### src/hdl/mfat_pkg.sv
// ----------------------------------------------------------------------------
// mfat_pkg
// Shared types and constants of the motor feedback angle tracker.
// ----------------------------------------------------------------------------
package mfat_pkg;

  // slot layout: chassis slots, launcher slots, then feeder, pitch and yaw
  localparam int CHASSIS_MOTORS  = 4;
  localparam int LAUNCHER_MOTORS = 2;
  localparam int FEEDER_SLOT     = CHASSIS_MOTORS + LAUNCHER_MOTORS;
  localparam int PITCH_SLOT      = FEEDER_SLOT + 1;
  localparam int YAW_SLOT        = FEEDER_SLOT + 2;
  localparam int NUM_SLOTS       = FEEDER_SLOT + 3;
  localparam int SLOT_W          = $clog2(NUM_SLOTS);
  localparam int SLOT_OUT_W      = 4;

  localparam int ID_W     = 11;
  localparam int ANGLE_W  = 16;
  localparam int WORD_W   = 16;
  localparam int BYTE_W   = 8;
  localparam int CNT_W    = 8;
  localparam int TOTAL_W  = 32;

  localparam int HALF_TURN  = 4096;
  localparam int TURN_SHIFT = 13;

  // configuration register indexes
  localparam int REG_IDX_W = 3;
  localparam logic [REG_IDX_W-1:0] REG_CHASSIS_BASE  = 3'd0;
  localparam logic [REG_IDX_W-1:0] REG_LAUNCHER_BASE = 3'd1;
  localparam logic [REG_IDX_W-1:0] REG_FEEDER_ID     = 3'd2;
  localparam logic [REG_IDX_W-1:0] REG_PITCH_ID      = 3'd3;
  localparam logic [REG_IDX_W-1:0] REG_YAW_ID        = 3'd4;
  localparam logic [REG_IDX_W-1:0] REG_CAL_FRAMES    = 3'd5;

  localparam logic [ID_W-1:0]  RST_CHASSIS_BASE  = 11'd513;
  localparam logic [ID_W-1:0]  RST_LAUNCHER_BASE = 11'd517;
  localparam logic [ID_W-1:0]  RST_FEEDER_ID     = 11'd519;
  localparam logic [ID_W-1:0]  RST_PITCH_ID      = 11'd522;
  localparam logic [ID_W-1:0]  RST_YAW_ID        = 11'd521;
  localparam logic [CNT_W-1:0] RST_CAL_FRAMES    = 8'd50;

  typedef struct packed {
    logic [ID_W-1:0]  chassis_base_id;
    logic [ID_W-1:0]  launcher_base_id;
    logic [ID_W-1:0]  feeder_id;
    logic [ID_W-1:0]  pitch_id;
    logic [ID_W-1:0]  yaw_id;
    logic [CNT_W-1:0] calibration_frames;
  } cfg_t;

  // one slot record as held in the slot memory
  typedef struct packed {
    logic [ANGLE_W-1:0] angle;
    logic [ANGLE_W-1:0] offset;
    logic [TOTAL_W-1:0] turns;
    logic [CNT_W-1:0]   count;
    logic [TOTAL_W-1:0] total;
    logic [WORD_W-1:0]  speed;
    logic [WORD_W-1:0]  torque;
    logic [WORD_W-1:0]  given;
    logic [BYTE_W-1:0]  temp;
  } rec_t;

endpackage

### src/hdl/motor_feedback_angle_tracker.sv
// ----------------------------------------------------------------------------
// motor_feedback_angle_tracker
// Tracks multi-turn encoder angle and feedback words per motor slot.
// ----------------------------------------------------------------------------
//  channel | signals                         | direction
//  --------+---------------------------------+----------
//  in      | in_valid_i / in_ready_o, frame  | sink
//  out     | out_valid_o / out_ready_i, rec  | source
//  cfg     | cfg_we_i, cfg_idx_i, cfg_data_i | sink
//
// one item per cycle while the output is not stalled; a matched item is read
// from slot memory into the update stage, then updated, written back and output
// slot records sit in a 9-entry memory with a registered read port; a
// per-slot valid bit cleared by reset makes unwritten slots read as zero
// back-to-back items on one slot are served by forwarding the last write
// a stalled output holds the update stage, which then holds the input
// ----------------------------------------------------------------------------
module motor_feedback_angle_tracker import mfat_pkg::*; (
  input  logic                        clk_i,
  input  logic                        rst_ni,
  input  logic                        cfg_we_i,
  input  logic [REG_IDX_W-1:0]        cfg_idx_i,
  input  logic [ID_W-1:0]             cfg_data_i,
  input  logic                        in_valid_i,
  output logic                        in_ready_o,
  input  logic [ID_W-1:0]             frame_id_i,
  input  logic [ANGLE_W-1:0]          angle_word_i,
  input  logic signed [WORD_W-1:0]    second_word_i,
  input  logic signed [WORD_W-1:0]    third_word_i,
  input  logic [BYTE_W-1:0]           sixth_byte_i,
  output logic                        out_valid_o,
  input  logic                        out_ready_i,
  output logic [SLOT_OUT_W-1:0]       slot_o,
  output logic                        calibrating_o,
  output logic [ANGLE_W-1:0]          angle_o,
  output logic signed [TOTAL_W-1:0]   total_angle_o,
  output logic signed [WORD_W-1:0]    speed_rpm_o,
  output logic signed [WORD_W-1:0]    torque_current_o,
  output logic signed [WORD_W-1:0]    given_current_o,
  output logic [BYTE_W-1:0]           temperature_o
);

  localparam logic signed [ANGLE_W:0] HALF_POS = (ANGLE_W+1)'(HALF_TURN);
  localparam logic signed [ANGLE_W:0] HALF_NEG = -HALF_POS;

  cfg_t cfg_q;

  logic              hit;
  logic [SLOT_W-1:0] match_slot;
  logic              accept;
  logic              rd_en;
  logic              wr_en;
  logic              s1_adv;

  // update stage
  logic               s1_valid_q;
  logic [SLOT_W-1:0]  s1_slot_q;
  logic [ANGLE_W-1:0] s1_angle_q;
  logic [WORD_W-1:0]  s1_w2_q;
  logic [WORD_W-1:0]  s1_w3_q;
  logic [BYTE_W-1:0]  s1_b6_q;

  // slot memory and its helpers
  rec_t                 slot_mem_q [NUM_SLOTS];
  rec_t                 rd_rec_q;
  logic                 rd_ok_q;
  logic [NUM_SLOTS-1:0] slot_ok_q;
  logic                 fwd_vld_q;
  logic [SLOT_W-1:0]    fwd_slot_q;
  rec_t                 fwd_rec_q;

  rec_t                 cur_rec;
  rec_t                 nxt_rec;
  logic                 calib;
  logic signed [ANGLE_W:0] diff;
  logic [TOTAL_W-1:0]   turns_d;

  // output register
  logic              out_valid_q;
  logic [SLOT_W-1:0] out_slot_q;
  logic              out_calib_q;
  rec_t              out_rec_q;

  mfat_match u_match (
    .cfg_i      (cfg_q),
    .frame_id_i (frame_id_i),
    .hit_o      (hit),
    .slot_o     (match_slot)
  );

  assign s1_adv     = !out_valid_q || out_ready_i;
  assign in_ready_o = !s1_valid_q || s1_adv;
  assign accept     = in_valid_i && in_ready_o;
  assign rd_en      = accept && hit;
  assign wr_en      = s1_valid_q && s1_adv;

  // configuration registers
  always_ff @(posedge clk_i or negedge rst_ni) begin
    if (!rst_ni) begin
      cfg_q.chassis_base_id    <= RST_CHASSIS_BASE;
      cfg_q.launcher_base_id   <= RST_LAUNCHER_BASE;
      cfg_q.feeder_id          <= RST_FEEDER_ID;
      cfg_q.pitch_id           <= RST_PITCH_ID;
      cfg_q.yaw_id             <= RST_YAW_ID;
      cfg_q.calibration_frames <= RST_CAL_FRAMES;
    end else if (cfg_we_i) begin
      unique case (cfg_idx_i)
        REG_CHASSIS_BASE:  cfg_q.chassis_base_id    <= cfg_data_i;
        REG_LAUNCHER_BASE: cfg_q.launcher_base_id   <= cfg_data_i;
        REG_FEEDER_ID:     cfg_q.feeder_id          <= cfg_data_i;
        REG_PITCH_ID:      cfg_q.pitch_id           <= cfg_data_i;
        REG_YAW_ID:        cfg_q.yaw_id             <= cfg_data_i;
        REG_CAL_FRAMES:    cfg_q.calibration_frames <= cfg_data_i[CNT_W-1:0];
        default: ;
      endcase
    end
  end

  // slot memory: one read and one write port
  always_ff @(posedge clk_i) begin
    if (wr_en) begin
      slot_mem_q[s1_slot_q] <= nxt_rec;
    end
    if (rd_en) begin
      rd_rec_q <= slot_mem_q[match_slot];
    end
  end

  always_ff @(posedge clk_i or negedge rst_ni) begin
    if (!rst_ni) begin
      slot_ok_q <= '0;
      rd_ok_q   <= 1'b0;
      fwd_vld_q <= 1'b0;
    end else begin
      if (rd_en) begin
        rd_ok_q <= slot_ok_q[match_slot];
      end
      if (wr_en) begin
        slot_ok_q[s1_slot_q] <= 1'b1;
        fwd_vld_q            <= 1'b1;
      end
    end
  end

  always_ff @(posedge clk_i) begin
    if (wr_en) begin
      fwd_slot_q <= s1_slot_q;
      fwd_rec_q  <= nxt_rec;
    end
    if (rd_en) begin
      s1_slot_q  <= match_slot;
      s1_angle_q <= angle_word_i;
      s1_w2_q    <= second_word_i;
      s1_w3_q    <= third_word_i;
      s1_b6_q    <= sixth_byte_i;
    end
  end

  always_ff @(posedge clk_i or negedge rst_ni) begin
    if (!rst_ni) begin
      s1_valid_q <= 1'b0;
    end else if (rd_en) begin
      s1_valid_q <= 1'b1;
    end else if (s1_adv) begin
      s1_valid_q <= 1'b0;
    end
  end

  // the latest write is never older than memory contents, so it wins whenever it is for the same slot
  always_comb begin
    if (fwd_vld_q && (fwd_slot_q == s1_slot_q)) begin
      cur_rec = fwd_rec_q;
    end else if (rd_ok_q) begin
      cur_rec = rd_rec_q;
    end else begin
      cur_rec = '0;
    end
  end

  assign calib = cur_rec.count <= cfg_q.calibration_frames;
  assign diff  = $signed({1'b0, s1_angle_q}) - $signed({1'b0, cur_rec.angle});

  always_comb begin
    priority if (diff > HALF_POS) begin
      turns_d = cur_rec.turns - TOTAL_W'(1);
    end else if (diff < HALF_NEG) begin
      turns_d = cur_rec.turns + TOTAL_W'(1);
    end else begin
      turns_d = cur_rec.turns;
    end
  end

  always_comb begin
    nxt_rec       = cur_rec;
    nxt_rec.angle = s1_angle_q;
    if (cur_rec.count != '1) begin
      nxt_rec.count = cur_rec.count + CNT_W'(1);
    end
    if (calib) begin
      nxt_rec.offset = s1_angle_q;
    end else begin
      nxt_rec.turns = turns_d;
      nxt_rec.total = {turns_d[TOTAL_W-TURN_SHIFT-1:0], {TURN_SHIFT{1'b0}}}
                      + TOTAL_W'(s1_angle_q) - TOTAL_W'(cur_rec.offset);
      // motor-type slots up to the feeder, gimbal slots after it
      if (s1_slot_q <= SLOT_W'(FEEDER_SLOT)) begin
        nxt_rec.speed  = s1_w2_q;
        nxt_rec.torque = s1_w3_q;
        nxt_rec.temp   = s1_b6_q;
        nxt_rec.given  = '0;
      end else begin
        nxt_rec.torque = s1_w2_q;
        nxt_rec.given  = s1_w3_q;
        nxt_rec.speed  = '0;
        nxt_rec.temp   = '0;
      end
    end
  end

  always_ff @(posedge clk_i or negedge rst_ni) begin
    if (!rst_ni) begin
      out_valid_q <= 1'b0;
    end else if (wr_en) begin
      out_valid_q <= 1'b1;
    end else if (out_ready_i) begin
      out_valid_q <= 1'b0;
    end
  end

  always_ff @(posedge clk_i) begin
    if (wr_en) begin
      out_slot_q  <= s1_slot_q;
      out_calib_q <= calib;
      out_rec_q   <= nxt_rec;
    end
  end

  assign out_valid_o      = out_valid_q;
  assign slot_o           = SLOT_OUT_W'(out_slot_q);
  assign calibrating_o    = out_calib_q;
  assign angle_o          = out_rec_q.angle;
  assign total_angle_o    = out_rec_q.total;
  assign speed_rpm_o      = out_rec_q.speed;
  assign torque_current_o = out_rec_q.torque;
  assign given_current_o  = out_rec_q.given;
  assign temperature_o    = out_rec_q.temp;

`ifndef NO_ASSERTIONS
  a_match_enters_stage: assert property (@(posedge clk_i) disable iff (!rst_ni)
    (in_valid_i && in_ready_o && hit) |=> s1_valid_q)
    else $error("matched item did not enter the update stage");

  a_stage_holds_slot: assert property (@(posedge clk_i) disable iff (!rst_ni)
    (s1_valid_q && !s1_adv) |=> (s1_valid_q && $stable(s1_slot_q)))
    else $error("stalled update stage lost its item");

  a_out_slot_range: assert property (@(posedge clk_i) disable iff (!rst_ni)
    out_valid_q |-> (out_slot_q < SLOT_W'(NUM_SLOTS)))
    else $error("result slot out of range");

  a_out_drains: assert property (@(posedge clk_i) disable iff (!rst_ni)
    (out_valid_q && out_ready_i && !s1_valid_q) |=> !out_valid_q)
    else $error("result repeated after being taken");

  a_written_slot_valid: assert property (@(posedge clk_i) disable iff (!rst_ni)
    wr_en |=> (slot_ok_q[fwd_slot_q] && fwd_vld_q))
    else $error("written slot not marked valid");
`endif

endmodule

### src/hdl/mfat_match.sv
// ----------------------------------------------------------------------------
// mfat_match
// Maps a frame identifier onto a motor slot, first match wins.
// ----------------------------------------------------------------------------
module mfat_match import mfat_pkg::*; (
  input  cfg_t              cfg_i,
  input  logic [ID_W-1:0]   frame_id_i,
  output logic              hit_o,
  output logic [SLOT_W-1:0] slot_o
);

  logic [ID_W-1:0] chassis_d;
  logic [ID_W-1:0] launcher_d;

  // offsets from the base identifiers, wrapping at 11 bits
  assign chassis_d  = frame_id_i - cfg_i.chassis_base_id;
  assign launcher_d = frame_id_i - cfg_i.launcher_base_id;

  always_comb begin
    hit_o  = 1'b1;
    slot_o = '0;
    priority if (chassis_d < ID_W'(CHASSIS_MOTORS)) begin
      slot_o = SLOT_W'(chassis_d);
    end else if (launcher_d < ID_W'(LAUNCHER_MOTORS)) begin
      slot_o = SLOT_W'(CHASSIS_MOTORS) + SLOT_W'(launcher_d);
    end else if (frame_id_i == cfg_i.feeder_id) begin
      slot_o = SLOT_W'(FEEDER_SLOT);
    end else if (frame_id_i == cfg_i.pitch_id) begin
      slot_o = SLOT_W'(PITCH_SLOT);
    end else if (frame_id_i == cfg_i.yaw_id) begin
      slot_o = SLOT_W'(YAW_SLOT);
    end else begin
      hit_o = 1'b0;
    end
  end

endmodule

### config.mk
export PLATFORM = sky130hd
export DESIGN_NAME = motor_feedback_angle_tracker
export DESIGN_NICKNAME = d
export VERILOG_FILES = /design/src/hdl/mfat_pkg.sv /design/src/hdl/motor_feedback_angle_tracker.sv /design/src/hdl/mfat_match.sv
export SDC_FILE = /design/constraint.sdc
export NUM_CORES = 2
export LEC_CHECK = 0
export BUFFER_PORTS_ARGS = -buffer_cell sky130_fd_sc_hd__buf_2
export CORE_AREA = 2 2 376 378
export CTS_CLUSTER_DIAMETER = 80
export DETAILED_ROUTE_END_ITERATION = 8
export DIE_AREA = 0 0 378 380
export PLACE_DENSITY = 0.66
export SYNTH_ARGS = -nofsm -noshare
export SYNTH_HDL_FRONTEND = slang
export SYNTH_SLANG_ARGS = --single-unit
### constraint.sdc
create_clock -name clk_i -period 21.4 [get_ports clk_i]
set_input_delay 1.07 -clock clk_i [delete_from_list [all_inputs] [get_ports clk_i]]
set_output_delay 1.07 -clock clk_i [all_outputs]
set_load 0.05 [all_outputs]
==> metrics <==
worst path buffer plus inverter count 3; dpl hpwl 97.1 mm; final hold vios 0; Syn-to-layout area delta 10.8%; Vias 41400; post-CTS setup buffer count 0; Min-Delay Path Class input port to async pin; I/O pin count 197; Yosys top cell area share 0.688; cell area power density 88.3 mW/mm2; detailed router's first-iteration violation count 4408; final layout net count 4878; drc violations 0; register area share after synthesis 0.714; Final Setup Violations 0; Fin Hold WS 0.218 ns; critical setup path kind flop to flop; number of port buffers 196; Crit path top cell by count a21oi_1; Post-Place Cell Area 0.0756 mm2; share of cells above drive strength 1 0.134; RSZ-0062 raised after global routing false; R2R Setup Slk 12.17 ns; Post-CTS Resized 0; CP Max Fanout 30; Leakage 0.0278 uW; Routed Antenna Nets 0; Worst setup SP type flop; pin count of the biggest net entering global routing 137; Unique masters post-synth 84; via-per-instance ratio 6.16; post-synthesis average cell area 16.0 um2; synthesized area 0.0734 mm2; r2r worst-path depth 33; Yosys top cell by area edfxtp_1; Worst-path clk slew 0.06 ns; WL/cell 27.4 um; CTS tree built; worst skew pair latency 0.81 ns; cell count after synthesis 4584; antenna violations before repair 2; Placer Congestion 0.877; Yosys Warn Count 0; post-synthesis mux area share 0.109; initial core utilization 0.528; H-tree Lvls 4; Slew Limit Headroom 0.264; xor/xnor share of the synthesized area 0.0131; EDFF count, synth 1682; Top FF cell, synth edfxtp_1; CP max stage cell nor2_4; Fmax 108 MHz; fin crit share 0.432; Critical Path RT 21.88 ns; die area 0.144 mm2; status complete, no violations; core area 0.139 mm2; Critical Path Stages 33; setup TNS 0 ns; clk buf depth 3; clock skew 0.0403 ns; crit path capture type flop; fillers 10700; Synthesized Nets 4767; Async SR Flop Fraction 0.0432; Final Max Tran Viols 0; Congestion Overflow GR 0; final instance area 0.0813 mm2; Slew @ Worst Pin 1.09 ns; chip height 380 um; maxcap violations 0; post-route minimum period 9.23 ns; arrival time at the worst endpoint 9.71 ns; CTS Sinks 1758; DRT Pass-1 Iters 6; Largest stage delay, worst path 0.85 ns; site row count 137; adder-cell share of the synthesized area 0.0172; post-synthesis compound-gate area fraction 0.0734; largest family of logic cells by synthesized area multiplexers; Synth top cells by count edfxtp_1 (1682), mux2i_1 (741), nand2_1 (233); reg2reg end slot_mem_q[3][86]$_DFFE_PP_; final core utilization 0.584; Peak supply drop 0.0741 mV; WL final 184 mm; gr usage total 0.254; vias in the first global route 41000; post-synthesis register bit count 1758; top post-synthesis cells by area edfxtp_1 (69%), mux2i_1 (10%), dfrtp_1 (2.0%); count leader, synth edfxtp_1; total CTS buffers 179; cts hold-fix bufs 0; die width 378 um; simple-gate area share of the yosys netlist 0.0411; Root Driver clkbuf_16; Reg-to-Reg Start s1_slot_q[0]$_DFFE_PP_; CP delay by family, top compound AO/OA/AOI/OAI gates; first-pass GRT wire length 270 mm
## logic make-up (layout without fill, tap and decap cells)
logic type,count (synthesis),after routing
simple gates,623,623
compound gates,767,767
buf+inv,438,696
other cells,0,1
flops,1758,1758
mux,794,794
fa+ha+maj,97,97
xor+xnor,107,107
## stage by stage
| step | setup WS (ns) | instances | power, uW |
|---|---|---|---|
| finish | 12.17 | 6719 | 7180 |
| global route | 11.54 | 6718 | 7390 |
| CTS | 12.24 | 6718 | 7220 |
| detailed placement | 12.29 | 6390 | 4210 |
| global placement | 12.42 | 6390 | 4210 |
| floorplan | 1.36 | 4584 | 4110 |
## worst max path at each step
stage	slack [ns]	startpoint	end
floorplan	1.36	out_ready_i	slot_ok_q[1]$_DFFE_PN0P_
global placement	12.42	s1_slot_q[1]$_DFFE_PP_	slot_mem_q[5][85]$_DFFE_PP_
detailed placement	12.29	s1_slot_q[2]$_DFFE_PP_	slot_mem_q[7][85]$_DFFE_PP_
CTS	12.24	s1_slot_q[1]$_DFFE_PP_	slot_mem_q[5][85]$_DFFE_PP_
global route	11.54	s1_slot_q[1]$_DFFE_PP_	slot_mem_q[0][86]$_DFFE_PP_
finish	12.17	s1_slot_q[0]$_DFFE_PP_	slot_mem_q[3][86]$_DFFE_PP_
## state kept, by name, indices dropped and copies added, names as in the netlist, 32 cells and up
name,count
total_angle_o,32
slot_mem_q,1323
cfg_q,63
fwd_rec_q,43
rd_rec_q,147
## cells in the final DEF, fill, tap and decap left out, types with 74 or more instances in the layout
| cell | instances |
|---|---|
| clkbuf_16 | 181 |
| nand3_1 | 93 |
| ha_1 | 90 |
| inv_1 | 87 |
| nand2_1 | 231 |
| buf_2 | 195 |
| a21oi_1 | 153 |
| a31oi_1 | 90 |
| a221o_1 | 121 |
| o22ai_1 | 121 |
| buf_4 | 74 |
| mux2i_1 | 741 |
| edfxtp_1 | 1682 |
| nor2_1 | 77 |
## report_power, final
group | internal [uW] | switching (uW)
sequential | 3800 | 18.6
clock | 1720 | 1320
combinational | 124 | 206
total | 5640 | 1540
## cell type report
type	instances	area, um2	share of cell area
multi-input cells	2388	18800	0.231
inverters	91	362	0.00445
diodes	1	2.50	0.0000308
repair buffers	277	1690	0.0208
flip-flops and latches	1758	52400	0.645
well taps	1876	2350	0.0289
clock buffers	220	4730	0.0581
clock inverters	108	987	0.0121
## routing by layer
metal  up-vias  part of all wire  track usage
met1     21200              0.42        0.357
met3       287             0.073       0.0365
met4         2             0.024       0.0720
met5         -          0.000071            0
li1      18100                 -            -
met2      1773              0.49        0.415
Note: power is estimated with default switching activity, not from simulation.
